<file path="src/design/dtpc_pkg.sv">
// Shared constants, types and codes of the depth to point cloud block.
package dtpc_pkg;

  // Configuration register indexes
  localparam logic [2:0] CFG_FRAME_WIDTH = 3'd0;
  localparam logic [2:0] CFG_GRID_STRIDE = 3'd1;
  localparam logic [2:0] CFG_CENTER_COL  = 3'd2;
  localparam logic [2:0] CFG_CENTER_ROW  = 3'd3;
  localparam logic [2:0] CFG_INV_FOC_X   = 3'd4;
  localparam logic [2:0] CFG_INV_FOC_Y   = 3'd5;

  // Configuration reset values
  localparam logic [12:0] RST_FRAME_WIDTH = 13'd640;
  localparam logic [6:0]  RST_GRID_STRIDE = 7'd5;
  localparam logic [15:0] RST_CENTER_COL  = 16'd5120;
  localparam logic [15:0] RST_CENTER_ROW  = 16'd3840;
  localparam logic [23:0] RST_INV_FOC_X   = 24'd33554;
  localparam logic [23:0] RST_INV_FOC_Y   = 24'd33554;

  // Grid and arithmetic constants
  localparam logic [6:0] MAX_STRIDE    = 7'd64;
  localparam int         FRAC_BITS     = 28;
  localparam int         COORD_W       = 21;
  localparam int         COORD_POS_MAX = 1048575;
  localparam int         COORD_NEG_MAX = 1048576;
  localparam int         INV_SPLIT     = 12;

  // Point queue geometry
  localparam int Q_DEPTH = 4;
  localparam int Q_PTR_W = 2;

  // Back-end sequencer states
  typedef enum logic [2:0] {
    BK_IDLE,
    BK_MUL1,
    BK_MUL2,
    BK_SUM,
    BK_OUT
  } back_state_t;

  // Queue status seen by both ends
  typedef struct packed {
    logic empty;
    logic full;
  } q_status_t;

endpackage

</file>
<file path="src/design/dtpc_queue.sv">
// Short FIFO of kept pixels between the front end and the back end.
module dtpc_queue import dtpc_pkg::*; #(
  parameter int DATA_W = 64
) (
  input  logic              clk,
  input  logic              rst_n,
  input  logic              push,
  input  logic [DATA_W-1:0] wr_data,
  input  logic              pop,
  output logic [DATA_W-1:0] rd_data,
  output q_status_t         status
);

  logic [DATA_W-1:0]  mem [Q_DEPTH];
  logic [Q_PTR_W-1:0] wr_ptr_r, rd_ptr_r;
  logic [Q_PTR_W:0]   count_r;

  assign rd_data      = mem[rd_ptr_r];
  assign status.empty = (count_r == '0);
  assign status.full  = (count_r == (Q_PTR_W+1)'(Q_DEPTH));

  // Write the entry at the tail
  always_ff @(posedge clk) begin
    if (push) begin
      mem[wr_ptr_r] <= wr_data;
    end
  end

  // Advance pointers and track the fill level
  always_ff @(posedge clk) begin
    if (!rst_n) begin
      wr_ptr_r <= '0;
      rd_ptr_r <= '0;
      count_r  <= '0;
    end else begin
      if (push) begin
        wr_ptr_r <= wr_ptr_r + Q_PTR_W'(1);
      end
      if (pop) begin
        rd_ptr_r <= rd_ptr_r + Q_PTR_W'(1);
      end
      if (push && !pop) begin
        count_r <= count_r + (Q_PTR_W+1)'(1);
      end else if (pop && !push) begin
        count_r <= count_r - (Q_PTR_W+1)'(1);
      end
    end
  end

endmodule

</file>
<file path="config.mk">
export PLATFORM = sky130hd
export DESIGN_NAME = dtpc_queue
export DESIGN_NICKNAME = d
export VERILOG_FILES = /design/src/design/dtpc_pkg.sv /design/src/design/dtpc_queue.sv
export SDC_FILE = /design/constraint.sdc
export NUM_CORES = 1
export LEC_CHECK = 0
export BUFFER_PORTS_ARGS = -buffer_cell sky130_fd_sc_hd__buf_4
export CAP_MARGIN = 20
export CORE_MARGIN = 5
export CORE_UTILIZATION = 64
export CTS_BUF_LIST = sky130_fd_sc_hd__clkbuf_4
export DETAILED_ROUTE_END_ITERATION = 10
export PLACE_DENSITY = 0.88
export SETUP_SLACK_MARGIN = 0.15
export SYNTH_ARGS = -nofsm -noshare
export SYNTH_HDL_FRONTEND = slang
export SYNTH_SLANG_ARGS = --single-unit
</file>
<file path="constraint.sdc">
create_clock -name clk -period 7 [get_ports clk]
set_clock_uncertainty 0.05 [all_clocks]
set_input_delay 2.1 -clock clk [delete_from_list [all_inputs] [get_ports clk]]
set_output_delay 2.1 -clock clk [all_outputs]
set_load 0.02 [all_outputs]
</file>
After elaboration in Yosys (flattened, before gate mapping)
Memory sizes are Yosys's and may differ from the RTL's. A register that Yosys moved wholly into a read port is not among the register bits. Cells that the tools add are included.

Register bits: 7. RAM bits: 256. Output and inout port bits: 66. Word-level logic and storage cells: 21. Memories: 1.

Memory list: mem (words 4, width 64, read ports 1, clocked after memory_dff 1, write ports 1, line dtpc_queue.sv:14) `logic [DATA_W-1:0] mem [Q_DEPTH];`.

Add/sub/neg operators: 4. Equality and inequality tests: 1. Muxes and demuxes: 6. Reductions and logical operators: 6.

Operator list (number): 3-bit two-way mux (2); 2-bit by 1-bit adder with 2-bit output (second input constant) (2); 2-bit two-way mux (2); 3-bit by 1-bit adder with 3-bit output (second input constant) (1); 3-bit equality test (second input constant) (1); 3-bit logical NOT (1); 3-bit by 1-bit subtractor with 3-bit output (second input constant) (1); 1-bit logical AND (2); 1-bit logical NOT (2); 1-bit two-way mux (2); 2-bit nonzero test (1).

Depth between registers and ports, before layout
Depth after elaboration: 4. Depth in mapped cells: 7. Mapped depth without buffers: 7.

Least setup slack after synthesis
No wires, ideal clock.

Path kind: input to register. Start point: input push. End point: memory mem[0][0], enable pin. Setup time: 0.429 ns. Arrival: 3.607 ns. Data required time: 6.521 ns. Setup slack: 2.915 ns. Stages on the path: 1. Cells stage by stage: and2_1.

Word-level cells in the longest chain between the ends: 2.

Ends and longest elaborated chain: start, declared (line dtpc_queue.sv:7) `input logic push,`; 1-bit two-way mux (line dtpc_queue.sv:24) `if (push) begin`; 1-bit two-way mux (implied by the code) (line dtpc_queue.sv:25) `mem[wr_ptr_r] <= wr_data;`; end, declared (line dtpc_queue.sv:14).

No other way between the ends.

==> impl_results.md <==
* Unrepaired setup endpoints after global routing: no
* Core box area at about 0.015 mm²
* Synth top cells by count: edfxtp_1 (256), mux4_2 (60), and2_1 (9), dfxtp_1 (9)
* Switching pwr at approximately 0.8 mW
* Vias per inst at approximately 5.6
* 1st-iter DRT viols at about 230
* Worst r2r dst: mem[0][26]$_DFFE_PP_
* Max Cap Viol at 0
* Kind of start point of the critical path: flip-flop
* Post-Syn Area at approximately 0.0098 mm²
* Synthesized flop and latch total at between 200 and 300
* Post-synth ARST share at 0%
* Final setup fails at 0
* Top-count cell post-synth: edfxtp_1
* Cell Area, Placed at approximately 0.011 mm²
* Initial core utilization at ~65%
* Slew Limit Fails at 0
* Io pins at between 100 and 150
* Post-synthesis sequential area ratio at just over 80%
* Cells after DPL at slightly below 700
* Fmax at between 200 and 250 MHz
* Xor and xnor area share after synthesis at less than 1%
* Min-Delay Startpoint: count_r[2]$_SDFFE_PN0P_
* TritonCTS Sinks at between 200 and 300
* Register-to-Register Setup Slack at between 5 and 6 ns
* Number of synthesized flops with an enable pin at roughly 260
* Largest net degree at the start of global routing at 65
* Crit path DAT at between 2 and 3 ns
* Port buffer count at 133
* Final Worst Setup Slack at roughly 2.0 ns
* Estimated wirelength of the detail-placed design at between 9 and 10 mm
* Final Wtd Congestion at 0.746
* Worst Tran Pin Value at 0.984 ns
* # H-tree levels at 2
* Multiplexer share of the synthesized area at 15.1%
* Overall die area at around 0.018 mm²
* Final hold violation count at 0
* Post-synth cell types at 22
* Worst hold endpoint: count_r[2]$_SDFFE_PN0P_
* Worst r2r src: wr_ptr_r[0]$_SDFFE_PN0P_
* Worst Hold Slack at 0.497 ns
* Critical Path RT at 4.85 ns
* Internal power at 2.62 mW
* DRC Markers at 0
* Setup TNS at 0 ns
* Largest family of logic cells by synthesized area: multiplexers
* Pwr Total at 3.44 mW
* GRT Residual Overflow at 0
* Largest cells by area after synthesis: edfxtp_1 (79%), mux4_2 (14%), dfxtp_1 (1.8%)
* Peak supply drop at ~0.17 mV
* Cts hold-fix bufs at 0
* Yosys top cell by area: edfxtp_1
* Clk pwr share at between 30% and 40%
* Crit-path most repeated cell: buf_4
* Delay-heaviest family, CP: flip-flops
* Finished Layout Cells at 799
* Final instance area at roughly 0.012 mm²
* Seq pwr share at between 50% and 60%
* Area Growth Syn to Fin at 19.3%
* Post-route ant nets at 0
* Critical Path, Cell by Cell: buf_4 > mux4_2 > buf_4
* Initial antenna violation count at 1
* Comb power frac at a little under an eighth
* Syn_nets at 451
* First-pass GRT wire length at ~27 mm
* Clock Tree Root: clkbuf_4
* Share of layout cells above drive strength 1 at ~48%
* Adder-cell share of the synthesized area at less than 1%
* Hold Path Depth at 2
* Rows at 45
* Via count at between 4000 and 5000
* First-pass DRT Iterations at 5
* Status: complete, no violations
* CP max stage cell: dfxtp_4
* WL final at around 17 mm
* TritonCTS clock tree: built
* Slowest stage delay, CP at a little over 0.9 ns
* Hold Path Class: flip-flop to flip-flop
* Clock-pin transition on the worst setup and hold timing paths at ~0.070 ns
* Final Cycle Share at a little under three quarters
* Crit path max fanout at 45
* Static Leak at about 4 nW
* Pwr per Cell Area at ~300 mW/mm²
* Syn_area_per_cell at 25.9 µm²
* Max-Slew Margin vs Limit at about 34%
* Yosys top cell area share at 78.8%
* Ys flop type: edfxtp_1
* Post_cts resized at 0
* Post-synthesis compound-gate area fraction at less than 1%
* Post-synthesis cell count at 377
* Num CTS Buffers at between 60 and 70
* Nets at between 600 and 700
* Setup WS pre-CTS at between 2 and 3 ns
* GRT Overall Usage at 20.2%
* Wirelength per Cell at approximately 22 µm
* Sw Share at between 20% and 30%
* Worst Setup End Kind: output pin
* Chip Width at 133 µm
* Clk_lat worst skew at 0.65 ns
* Vias in the first global route at 5015
* Chip height at 133 µm
* Clock buffer depth at 3
* Crit path time final at ~5 ns
* CP Class: flip-flop to output pin
* Yosys warns at 0
* Layout Utilization at just under 80%
* Postcts setup bufs at 0
* Critical path buffers and inverters at 2
* R2R depth at 3
* Simple-gate portion of the synthesized area at less than 1%
==> registers in the layout, summed over array words and instances (netlist names), named ones only <==
name,cells
mem,256
count_r,3
rd_ptr_r,2
wr_ptr_r,2
==> per-layer routing <==
metal | GRT usage [%] | vias up | routed length (µm)
met5 | 0 | - | 0
met4 | 7.09 | 0 | 357
met3 | 6.65 | 28 | 1340
met2 | 34.6 | 166 | 9270
met1 | 24.3 | 2283 | 6230
li1 | - | 2025 | -
==> layout by cell type (no fill, tap or decap) <==
cell / count
a21boi_0: 1
and2_1: 5
and2_4: 4
buf_4: 135
bufinv_16: 1
clkbuf_4: 87
clkinv_1: 22
clkinv_2: 1
clkinvlp_4: 1
dfxtp_1: 7
dfxtp_2: 1
dfxtp_4: 1
diode_2: 1
edfxtp_1: 256
fa_1: 1
ha_1: 5
inv_1: 4
mux2i_1: 2
mux4_1: 4
mux4_2: 60
nand2_1: 1
nor2b_1: 2
nor3_1: 1
nor3b_1: 1
o21ai_0: 1
or3_1: 1
xnor2_1: 2
xor2_1: 3
==> how the worst max path moves through the flow <==
stage,end,slack [ns],cells after the start
detailed placement,rd_data[44],2.56,3
finish,rd_data[45],2.00,3
global route,rd_data[45],1.70,3
floorplan,mem[0][0]$_DFFE_PP_,2.91,1
CTS,rd_data[45],1.83,3
global placement,rd_data[44],2.57,3
==> cell type report <==
type / count / area, µm²
diodes: 1 / 2.50
clock inverters: 25 / 125
multi-input cells: 94 / 1720
clock buffers: 87 / 653
repair buffers: 135 / 1010
fillers: 816 / 3460
flip-flops and latches: 265 / 7870
well taps: 188 / 235
inverters: 4 / 15.0
==> tightest hold or removal path, stage by stage, from the launching register on <==
cell and delay (ns):
dfxtp_1 0.33, o21ai_0 0.07, a21boi_0 0.09
==> cells by family (layout without fill, tap and decap cells) <==
group           Yosys count  count (layout)
mux                      66              66
flops                   265             265
simple gates             15              15
other cells               0               1
compound gates            2               2
buf+inv                  18             251
fa+ha+maj                 6               6
xor+xnor                  5               5
==> power groups by stage <==
stage | Clock (mW) | Combinational, mW | Sequential (mW)
floorplan | 0 | 0.262 | 1.87
global placement | 0 | 0.394 | 1.89
detailed placement | 0 | 0.404 | 1.90
CTS | 1.21 | 0.406 | 1.86
global route | 1.29 | 0.424 | 1.87
finish | 1.18 | 0.399 | 1.86
(Power assumes the default switching activity.)
