===== src/design/dtpc_pkg.sv =====
// Shared constants, types and codes of the depth to point cloud block.
package dtpc_pkg;

  // Configuration register indexes
  localparam logic [2:0] CFG_FRAME_WIDTH = 3'd0;
  localparam logic [2:0] CFG_GRID_STRIDE = 3'd1;
  localparam logic [2:0] CFG_CENTER_COL  = 3'd2;
  localparam logic [2:0] CFG_CENTER_ROW  = 3'd3;
  localparam logic [2:0] CFG_INV_FOC_X   = 3'd4;
  localparam logic [2:0] CFG_INV_FOC_Y   = 3'd5;

  // Configuration reset values
  localparam logic [12:0] RST_FRAME_WIDTH = 13'd640;
  localparam logic [6:0]  RST_GRID_STRIDE = 7'd5;
  localparam logic [15:0] RST_CENTER_COL  = 16'd5120;
  localparam logic [15:0] RST_CENTER_ROW  = 16'd3840;
  localparam logic [23:0] RST_INV_FOC_X   = 24'd33554;
  localparam logic [23:0] RST_INV_FOC_Y   = 24'd33554;

  // Grid and arithmetic constants
  localparam logic [6:0] MAX_STRIDE    = 7'd64;
  localparam int         FRAC_BITS     = 28;
  localparam int         COORD_W       = 21;
  localparam int         COORD_POS_MAX = 1048575;
  localparam int         COORD_NEG_MAX = 1048576;
  localparam int         INV_SPLIT     = 12;

  // Point queue geometry
  localparam int Q_DEPTH = 4;
  localparam int Q_PTR_W = 2;

  // Back-end sequencer states
  typedef enum logic [2:0] {
    BK_IDLE,
    BK_MUL1,
    BK_MUL2,
    BK_SUM,
    BK_OUT
  } back_state_t;

  // Queue status seen by both ends
  typedef struct packed {
    logic empty;
    logic full;
  } q_status_t;

endpackage


===== src/design/dtpc_front.sv =====
// Front end: raster position tracking and grid/validity classification of pixels.
module dtpc_front import dtpc_pkg::*; #(
  parameter int POS_W = 12
) (
  input  logic                  clk,
  input  logic                  rst_n,
  input  logic                  in_valid,
  output logic                  in_stall,
  input  logic                  in_start_of_frame,
  input  logic [15:0]           in_depth_mm,
  input  logic                  in_depth_valid,
  input  logic [7:0]            in_red_in,
  input  logic [7:0]            in_green_in,
  input  logic [7:0]            in_blue_in,
  input  logic [12:0]           frame_width,
  input  logic [6:0]            grid_stride,
  input  q_status_t             q_status,
  output logic                  push,
  output logic [2*POS_W+39:0]   push_data
);

  localparam int CW = (POS_W + 1 > 13) ? POS_W + 1 : 13;
  localparam logic [CW-1:0] MAX_W = CW'(2 ** POS_W);

  logic [POS_W-1:0] col_r, col_nxt, row_r, row_nxt;
  logic [5:0]       cph_r, cph_nxt, rph_r, rph_nxt;

  logic [CW-1:0]    fw_ext;
  logic [POS_W:0]   width_eff;
  logic [6:0]       stride_eff;
  logic [POS_W-1:0] col_cur, row_cur;
  logic [5:0]       cph_cur, rph_cur;
  logic [POS_W:0]   col_inc;
  logic [6:0]       cph_inc, rph_inc;
  logic             end_row;
  logic             accept;
  logic             keep;

  // Clamp width and stride to their legal ranges
  always_comb begin
    fw_ext = CW'(frame_width);
    if (fw_ext == '0) begin
      width_eff = (POS_W+1)'(1);
    end else if (fw_ext > MAX_W) begin
      width_eff = MAX_W[POS_W:0];
    end else begin
      width_eff = fw_ext[POS_W:0];
    end
    if (grid_stride == 7'd0) begin
      stride_eff = 7'd1;
    end else if (grid_stride > MAX_STRIDE) begin
      stride_eff = MAX_STRIDE;
    end else begin
      stride_eff = grid_stride;
    end
  end

  // Classify the pixel and advance the raster position
  always_comb begin
    col_cur = in_start_of_frame ? '0 : col_r;
    row_cur = in_start_of_frame ? '0 : row_r;
    cph_cur = in_start_of_frame ? '0 : cph_r;
    rph_cur = in_start_of_frame ? '0 : rph_r;
    col_inc = {1'b0, col_cur} + (POS_W+1)'(1);
    cph_inc = {1'b0, cph_cur} + 7'd1;
    rph_inc = {1'b0, rph_cur} + 7'd1;
    end_row = (col_inc >= width_eff);
    keep    = (cph_cur == 6'd0) && (rph_cur == 6'd0) && in_depth_valid;
    if (end_row) begin
      col_nxt = '0;
      cph_nxt = '0;
      row_nxt = row_cur + POS_W'(1);
      rph_nxt = (rph_inc >= stride_eff) ? 6'd0 : rph_inc[5:0];
    end else begin
      col_nxt = col_inc[POS_W-1:0];
      cph_nxt = (cph_inc >= stride_eff) ? 6'd0 : cph_inc[5:0];
      row_nxt = row_cur;
      rph_nxt = rph_cur;
    end
  end

  assign in_stall  = q_status.full;
  assign accept    = in_valid && !in_stall;
  assign push      = accept && keep;
  assign push_data = {col_cur, row_cur, in_depth_mm, in_red_in, in_green_in, in_blue_in};

  // Hold position on idle, advance on each accepted transaction
  always_ff @(posedge clk) begin
    if (!rst_n) begin
      col_r <= '0;
      row_r <= '0;
      cph_r <= '0;
      rph_r <= '0;
    end else if (accept) begin
      col_r <= col_nxt;
      row_r <= row_nxt;
      cph_r <= cph_nxt;
      rph_r <= rph_nxt;
    end
  end

endmodule


===== config.mk =====
export PLATFORM = sky130hd
export DESIGN_NAME = dtpc_front
export DESIGN_NICKNAME = d
export VERILOG_FILES = /design/src/design/dtpc_pkg.sv /design/src/design/dtpc_front.sv
export SDC_FILE = /design/constraint.sdc
export NUM_CORES = 1
export LEC_CHECK = 0
export ABC_AREA = 1
export BUFFER_PORTS_ARGS = -buffer_cell sky130_fd_sc_hd__buf_4
export CORE_MARGIN = 1
export CORE_UTILIZATION = 55
export DETAILED_ROUTE_END_ITERATION = 10
export HOLD_SLACK_MARGIN = 0.1
export PLACE_DENSITY = 0.89
export RECOVER_POWER = 100
export SLEW_MARGIN = 20
export SYNTH_ARGS = -nofsm -noshare
export SYNTH_HDL_FRONTEND = slang
export SYNTH_SLANG_ARGS = --single-unit

===== constraint.sdc =====
create_clock -name clk -period 6 [get_ports clk]
set_input_delay 0.6 -clock clk [delete_from_list [all_inputs] [get_ports clk]]
set_output_delay 0.6 -clock clk [all_outputs]
set_load 0.02 [all_outputs]

**Yosys cells after proc, flatten, opt, wreduce, memory -nomap -nowiden**

Index checks and enable logic that the tools add are counted.

- Word-level logic and storage cells: 36
- Latch bits: 0
- Register bits: 36
- Memories: 0
- Output and inout bits: 66
- ROM bits: 0
- Memory bits (writable): 0

- Multiplexer cells: 14
- Equal/unequal tests: 0
- $lt $le $gt $ge: 5
- Bitwise gates (word level): 0
- Reduce and logical (&&, ||, !) cells: 9
- Add/subtract/negate cells: 4
- Shift operators: 0
- Div/mod/pow operators: 0
- $mul: 0

Operator list:

| cell | number |
|---|---|
| 2-to-1 mux 12 bit | 4 |
| 2-to-1 mux 6 bit | 6 |
| 2-to-1 mux 13 bit | 2 |
| adder 6 x 1 -> 7 bit (second input constant) | 2 |
| >= comparator 7 bit | 2 |
| 2-to-1 mux 7 bit | 2 |
| adder 12 x 1 -> 13 bit (second input constant) | 1 |
| >= comparator 13 bit | 1 |
| greater-than comparator 13 bit (second input constant) | 1 |
| zero test 13 bit | 1 |
| adder 12 x 1 -> 12 bit (second input constant) | 1 |
| zero test 6 bit | 2 |
| greater-than comparator 7 bit (second input constant) | 1 |
| zero test 7 bit | 1 |
| logical AND 1 bit | 4 |
| zero test 1 bit | 1 |

**Depth between registers and ports, before layout**

Gate-level depths: netlist of run 1.

- Depth after elaboration: 6
- Gate-level depth with buffers: 21
- Mapped depth without buffers: 20

**Worst setup path after synthesis of run 1**

Ideal clock, no wire load.

- Path type: input-to-reg
- From: input in_start_of_frame
- To: register row_r[8]
- Arrival: 3,490 ps
- Setup time: 116 ps
- Stages on the path: 19
- Buffers on the path: 4
- Setup slack: 2,394 ps
- Cell sequence: buf_6 -> clkbuf_8 -> buf_4 -> nor2_1 -> ha_1 -> nand2_2 -> nor2_4 -> nand4_1 -> xor2_1 -> ha_1 -> nand2_1 -> nor2_2 -> and2_1 -> nand2_1 -> nand3_4 -> buf_6 -> nand3_1 -> o21ai_0 -> nor2_1

- Word-level cells in the longest chain between the ends: 4

RTL lines:

| element | line | text |
|---|---|---|
| start: declaration | dtpc_front.sv:9 | `input logic in_start_of_frame,` |
| 2-to-1 mux 12 bit | dtpc_front.sv:60 | `col_cur = in_start_of_frame ? '0 : col_r;` |
| via push_data[52] | dtpc_front.sv:19 | `output logic [2*POS_W+39:0] push_data` |
| adder 12 x 1 -> 13 bit | dtpc_front.sv:64 | `col_inc = {1'b0, col_cur} + (POS_W+1)'(1);` |
| >= comparator 13 bit | dtpc_front.sv:67 | `end_row = (col_inc >= width_eff);` |
| 2-to-1 mux 12 bit | dtpc_front.sv:69 | `if (end_row) begin` |
| end signal: assignment | dtpc_front.sv:96 | `row_r <= row_nxt;` |
| end: declaration | dtpc_front.sv:25 | `logic [POS_W-1:0] col_r, col_nxt, row_r, row_nxt;` |

The timed path passes the listed nets, and every way through them passes these cells.
A chain may end at the register's enable or synchronous reset.

**Worst setup path after layout of run 1**

- From: input in_start_of_frame
- To: register col_r[8]

- Word-level cells in the longest chain between the ends: 4

RTL lines:

| element | line | text |
|---|---|---|
| 2-to-1 mux 12 bit (*) | dtpc_front.sv:60 |  |
| adder 12 x 1 -> 13 bit (*) | dtpc_front.sv:64 |  |
| >= comparator 13 bit | dtpc_front.sv:67 |  |
| 2-to-1 mux 12 bit (*) | dtpc_front.sv:69 |  |
| end signal: assignment | dtpc_front.sv:95 | `col_r <= col_nxt;` |
| end: declaration | dtpc_front.sv:25 |  |

Every way passes the cells marked *; elsewhere a longest branch is shown, timed or not.

==> flow_metrics.py, run 1 <==
metrics = {
    "logic_synthesis": {
        "synth.cell_area_um2": 3602,
        "syn_inst": 554,
        "synth_area_leaders": "dfxtp_1 (20%), nand2_1 (13%), ha_1 (11%), buf_4 (9.0%), inv_1 (7.5%)",
        "yosysWarningCount": 0,
        "yosysTopAreaCell": "dfxtp_1",
        "yosysSeqAreaShare_pct": 20.01,
        "synth_flop_cell": "dfxtp_1",
        "synth_fp_nets": 654,
        "netlist.area_leader.share_pct": 20.01,
        "synth_edf_count": 0,
        "synth_cell_types": 38,
        "synth_seq_cells": 36,
        "synth.most_common_cell": "nand2_1",
        "syn_area_per_cell_um2": 6.502,
        "synth-async-reset-ratio_pct": 0,
        "synthTopCellsByCount": "nand2_1 (128), inv_1 (72), nor2_1 (63), buf_4 (43), dfxtp_1 (36)",
    },
    "drt": {
        "totalWireLength_um": 8325,
        "ant_nets": 0,
        "viasPerCell": 5.438,
        "drcViolationCount": 0,
        "firstDrtPassIters": 5,
        "wl_per_cell_um": 13.07,
        "via_count": 3464,
        "drt_iter0_markers": 214,
    },
    "cells_and_area": {
        "fin_util_pct": 57.40,
        "ff_latch_area_um2": 720.7,
        "nNetsFinal": 660,
        "fill_cells": 598,
        "n_antenna_cell": 0,
        "multiInputGateArea_um2": 2127,
        "syn_to_final_growth_pct": 1.181,
        "drive_above_1_share_pct": 11.79,
    },
    "floorplanning": {
        "fp.dieW_um": 82.93,
        "die_area_um2": 6877,
        "ios": 133,
        "fp.dieH_um": 82.93,
        "core_area_um2": 6350,
        "start_util_pct": 56.73,
        "rows": 29,
    },
    "setup_path": {
        "cp_max_fo": 31,
        "required_ps": 6210,
        "crit_path_start_kind": "input pin",
        "critPathArrivalTime_ps": 4750,
        "critical_path_class": "in -> reg",
        "end_kind": "flop",
    },
    "power_and_ir_drop": {
        "comb_power_share_pct": 22.8,
        "p_per_area_nw_per_um2": 157.5,
        "power.share.sequential_pct": 43.8,
        "p_leak_nw": 1.738,
        "power.switching_mw": 0.1793,
        "switching_share_pct": 31.24,
        "vdd_drop_max_uv": 79.77,
        "clkPwrFrac_pct": 33.4,
        "p_int_mw": 0.3948,
    },
    "placement": {
        "hpwl_um": 6266,
        "io_buffer_count": 51,
        "place_worst_setup_slack_ps": 2181,
        "gp_congestion": 0.9093,
    },
    "clock_network": {
        "clkTransAtPathRegs_ps": 70,
        "cts_max_level": 2,
        "root_buffer": "clkbuf_8",
        "cts_resized": 0,
        "postCtsSetupBuffers": 0,
        "cts_made_buffers": 5,
        "clockBufferDepth": 2,
        "insertion_delay_ps": 290,
        "hold_buffers": 0,
        "tritoncts": "yes",
        "cts.sinks": 36,
    },
    "worst_hold_path": {
        "min_path_type": "reg -> reg",
    },
    "timing": {
        "rsz0062_at_grt": "no",
        "slew_headroom_pct": 48.20,
        "fin_skew_ps": 4.518,
        "hold_viol_final": 0,
        "drv_slew": 0,
        "min_period_ps": 4545,
        "setup_tns_ps": 0,
        "worst_pin_slew_ps": 774.8,
        "max_freq_mhz": 220.0,
        "worst_slack_ps": 1455,
        "setup_violations": 0,
        "finalCritPeriodShare_pct": 75.74,
    },
    "global_route": {
        "grt_pass1_vias": 3263,
        "grt_pass1_wl_um": 13710,
        "grt-ovfl-total": 0,
        "grt_max_degree": 37,
        "antenna_found_initial": 0,
        "track_usage_pct": 23.63,
    },
    "job": {
        "max-cap-violations": 0,
    },
    "status": {
        "status": "finished, final reports clean",
    },
}
[sequential cells by signal, summed over array words and instances (netlist names)]
name,flops
col_r,12
row_r,12
cph_r,6
rph_r,6
[power groups by stage]
stage / Combinational (mW) / Sequential (mW) / Clock [mW]
final: 0.131 / 0.251 / 0.192
after global routing: 0.145 / 0.252 / 0.202
after CTS: 0.137 / 0.251 / 0.194
after detailed placement: 0.136 / 0.257 / 0
after global placement: 0.129 / 0.256 / 0
after floorplan: 0.135 / 0.256 / 0
[per-layer routing]
layer / wire length [µm] / part of all wire [%] / GRT usage (%)
met1: 3623 / 44 / 28.24
met2: 4060 / 49 / 42.40
met3: 458 / 5.5 / 2.982
met4: 182 / 2.2 / 9.875
met5: 0 / 0 / 0
[path summary, 6_finish.rpt]
path	startpoint	end	slack (ps)	cells past startpoint
worst max-delay path	in_start_of_frame	col_r[8]	1460	18
worst min register to register	col_r[9]	col_r[9]	470	2
worst min-delay path	col_r[9]	col_r[9]	470	2
worst max register to register	col_r[0]	col_r[8]	2010	17
[logic make-up (layout without fill, tap and decap cells)]
kind of cell / count (synthesis) / in the layout / synth area share, %
AO/OA/AOI/OAI: 68 / 68 / 10.21
XOR/XNOR: 13 / 13 / 3.578
adder cells (fa/ha/maj): 33 / 33 / 11.46
buffers and inverters: 128 / 134 / 18.69
flip-flops: 36 / 36 / 20.01
AND/OR/NAND/NOR: 276 / 276 / 36.05
[final cells by class]
| type | instances | area share (%) |
|---|---|---|
| repair buffers | 52 | 8.857 |
| inverters | 75 | 7.724 |
| clock buffers | 7 | 2.643 |
| multi-input cells | 390 | 58.36 |
| flip-flops and latches | 36 | 19.77 |
| well taps | 77 | 2.643 |
[stage by stage]
step | total power, mW | cells | hold WS [ps] | instance area, µm²
4_1_cts | 0.5811 | 637 | 470.2 | 3794
6_report | 0.5741 | 637 | 470.0 | 3645
5_1_grt | 0.5993 | 637 | 483.9 | 3645
2_1_floorplan | 0.3904 | 554 | 445.3 | 3602
3_5_place_dp | 0.3925 | 630 | 458.9 | 3697
3_3_place_gp | 0.3857 | 630 | 452.4 | 3697
[worst max-delay path, stage by stage]
cell and delay, ps:
buf_4 230, inv_1 390, nand2_1 160, nor3_1 450, nand3_2 190, nor2_1 180
nand3_1 110, and2_0 190, ha_1 290, nand2_1 60, nor2_1 60, nand2_1 60
nor2_1 40, nor2_1 160, nand3_1 590, nand2_1 530, nand2_2 250, nor3_1 190
[layout by cell type (no fill, tap or decap), types with 2 or more instances in the layout]
cell / instances
nand2_1: 129
inv_1: 73
nor2_1: 73
dfxtp_1: 36
buf_4: 34
ha_1: 33
nand3_1: 32
a21oi_1: 32
o21ai_0: 25
clkbuf_1: 18
nand4_1: 10
xor2_1: 8
clkbuf_8: 7
nor4_1: 5
nor3_1: 5
nor3_2: 5
nor2_2: 4
nand2_2: 4
a21o_1: 4
nor2_4: 3
xnor2_1: 3
nand3_2: 2
and2_0: 2
inv_2: 2
o21a_1: 2
(Power assumes the default switching activity.)
==> run 2: changes to the inputs <==
Settings changed: CORE_UTILIZATION 55 to 51, PLACE_DENSITY 0.89 to 0.83.
Clock period 6 ns to 4.45 ns, I/O delays scaled along.
==> run 2 against run 1 <==
Non-clock buffer count stayed put. Clock power is 28% higher. Critical path depth did not move. Routed wire length fell by 2.1%. Core utilization shrank 3.2 points. Total power rose by 32%. Clock skew increased by 2.0 ps. Die area is 7.6% higher. Count of clock-buffer cells in the layout up 1. Sequential power grew 35%. Global-route usage is 0.69 points lower. Final area increased by 0.96%. Critical path type unchanged. Critical endpoint unchanged. Highest routed layer unchanged.
==> flow_metrics.py, run 2 (same netlist as run 1, synthesis figures left out) <==
metrics = {
    "power_and_ir_drop": {
        "p_per_area_nw_per_um2": 206.2,
        "clkPwrFrac_pct": 32.3,
        "power.switching_mw": 0.2377,
        "p_leak_nw": 1.743,
        "total_power_mw": 0.7586,
        "p_int_mw": 0.5209,
        "vdd_drop_max_uv": 113.2,
        "switching_share_pct": 31.34,
        "comb_power_share_pct": 23.1,
        "power.share.sequential_pct": 44.6,
    },
    "job": {
        "max-cap-violations": 0,
    },
    "setup_path": {
        "end_kind": "flop",
        "critical_path_class": "in -> reg",
        "cp_max_fo": 31,
        "crit_path_start_kind": "input pin",
        "critPathArrivalTime_ps": 4010,
        "required_ps": 4660,
        "crit_path_max_incr_delay_ps": 520,
        "cpMaxStageDelayCell": "nor3_1",
        "crit_chain": "buf_4 -> inv_1 -> nand2_1 -> nor3_1 -> nand3_2 -> nor2_1 -> nand3_1 -> and2_0 -> ha_1 -> nand2_1 -> nor2_1 -> nand2_1 -> nor2_1 -> nor2_2 -> nand3_4 -> nand2_2 -> nand2_2 -> nor3_1",
    },
    "floorplanning": {
        "start_util_pct": 53.02,
        "fp.dieW_um": 86.04,
        "ios": 133,
        "die_area_um2": 7403,
        "fp.dieH_um": 86.04,
        "rows": 30,
        "core_area_um2": 6794,
    },
    "timing": {
        "min_period_ps": 3797,
        "worst_slack_ps": 652.7,
        "rsz0062_at_grt": "no",
        "setup_tns_ps": 0,
        "fin_skew_ps": 6.478,
        "max_freq_mhz": 263.3,
        "slew_headroom_pct": 58.17,
        "worst_pin_slew_ps": 622.6,
        "worst_hold_slack_ps": 468.7,
        "setup_violations": 0,
        "finalCritPeriodShare_pct": 85.33,
        "hold_viol_final": 0,
        "drv_slew": 0,
    },
    "clock_network": {
        "cts_made_buffers": 5,
        "cts.sinks": 36,
        "postCtsSetupBuffers": 0,
        "cts_max_level": 2,
        "clockBufferDepth": 2,
        "hold_buffers": 0,
        "clkTransAtPathRegs_ps": 70,
        "root_buffer": "clkbuf_8",
        "insertion_delay_ps": 290,
        "cts_resized": 0,
        "tritoncts": "yes",
    },
    "cells_and_area": {
        "nNetsFinal": 660,
        "syn_to_final_growth_pct": 2.154,
        "n_antenna_cell": 0,
        "fin_util_pct": 54.16,
        "layout.cells.most_common_list": "nand2_1 (128), inv_1 (73), nor2_1 (70)",
        "fill_cells": 677,
        "finish.instance_area_um2": 3680,
        "top_regs": "col_r (12), row_r (12)",
        "final_common_cell": "nand2_1",
        "drive_above_1_share_pct": 12.30,
        "final-instance-count-excl-fill": 657,
    },
    "placement": {
        "hpwl_um": 6184,
        "dpl_cell_area_um2": 3721,
        "place_worst_setup_slack_ps": 769.1,
        "gp_congestion": 0.9188,
        "placedCellCount": 649,
        "io_buffer_count": 51,
    },
    "drt": {
        "totalWireLength_um": 8154,
        "drt_iter0_markers": 191,
        "ant_nets": 0,
        "via_count": 3400,
        "viasPerCell": 5.175,
        "firstDrtPassIters": 5,
        "drcViolationCount": 0,
        "wl_per_cell_um": 12.41,
    },
    "global_route": {
        "grt_max_degree": 32,
        "grt_pass1_vias": 3184,
        "antenna_found_initial": 0,
        "grt-ovfl-total": 0,
        "grt_pass1_wl_um": 13810,
        "track_usage_pct": 22.94,
    },
    "status": {
        "status": "finished, final reports clean",
    },
    "worst_hold_path": {
        "min_path_type": "reg -> reg",
    },
}
[run 2: metal layers]
layer / wire, µm / global-route usage [%] / share of wire (%) / vias to the layer above
met5: 0 / 0 / 0 / -
met4: 91 / 8.182 / 1.1 / 0
met3: 471 / 3.754 / 5.8 / 14
met2: 3990 / 40.62 / 49 / 126
met1: 3599 / 27.89 / 44 / 1521
li1: - / - / - / 1739
[run 2: worst paths after layout]
path | endpoint | from | slack [ps] | depth (start not counted)
worst max-delay path | col_r[8] | in_start_of_frame | 650 | 18
worst min-delay path | cph_r[0] | cph_r[0] | 470 | 2
worst max register to register | col_r[8] | col_r[2] | 1150 | 16
worst min register to register | cph_r[0] | cph_r[0] | 470 | 2
[run 2: critical path, delay by kind of cell]
| family | cells | cell delay, ps |
|---|---|---|
| buf+inv | 2 | 620 |
| fa+ha+maj | 1 | 290 |
| simple gates | 15 | 2650 |
[run 2: layout make-up]
type | instances | area, µm² | share of cell area, %
Timing Repair Buffer | 52 | 322.8 | 8.773
Sequential cell | 36 | 720.7 | 19.59
Inverter | 75 | 281.5 | 7.650
Multi-Input combinational cell | 390 | 2145 | 58.28
Tap cell | 96 | 120.1 | 3.264
Clock buffer | 8 | 90.09 | 2.448
[run 2: power by group through the flow]
stage	combinational, mW	sequential [mW]	clock [mW]
2_1_floorplan	0.182	0.345	0
3_3_place_gp	0.175	0.345	0
3_5_place_dp	0.182	0.346	0
4_1_cts	0.182	0.338	0.246
5_1_grt	0.197	0.340	0.264
6_report	0.175	0.339	0.245
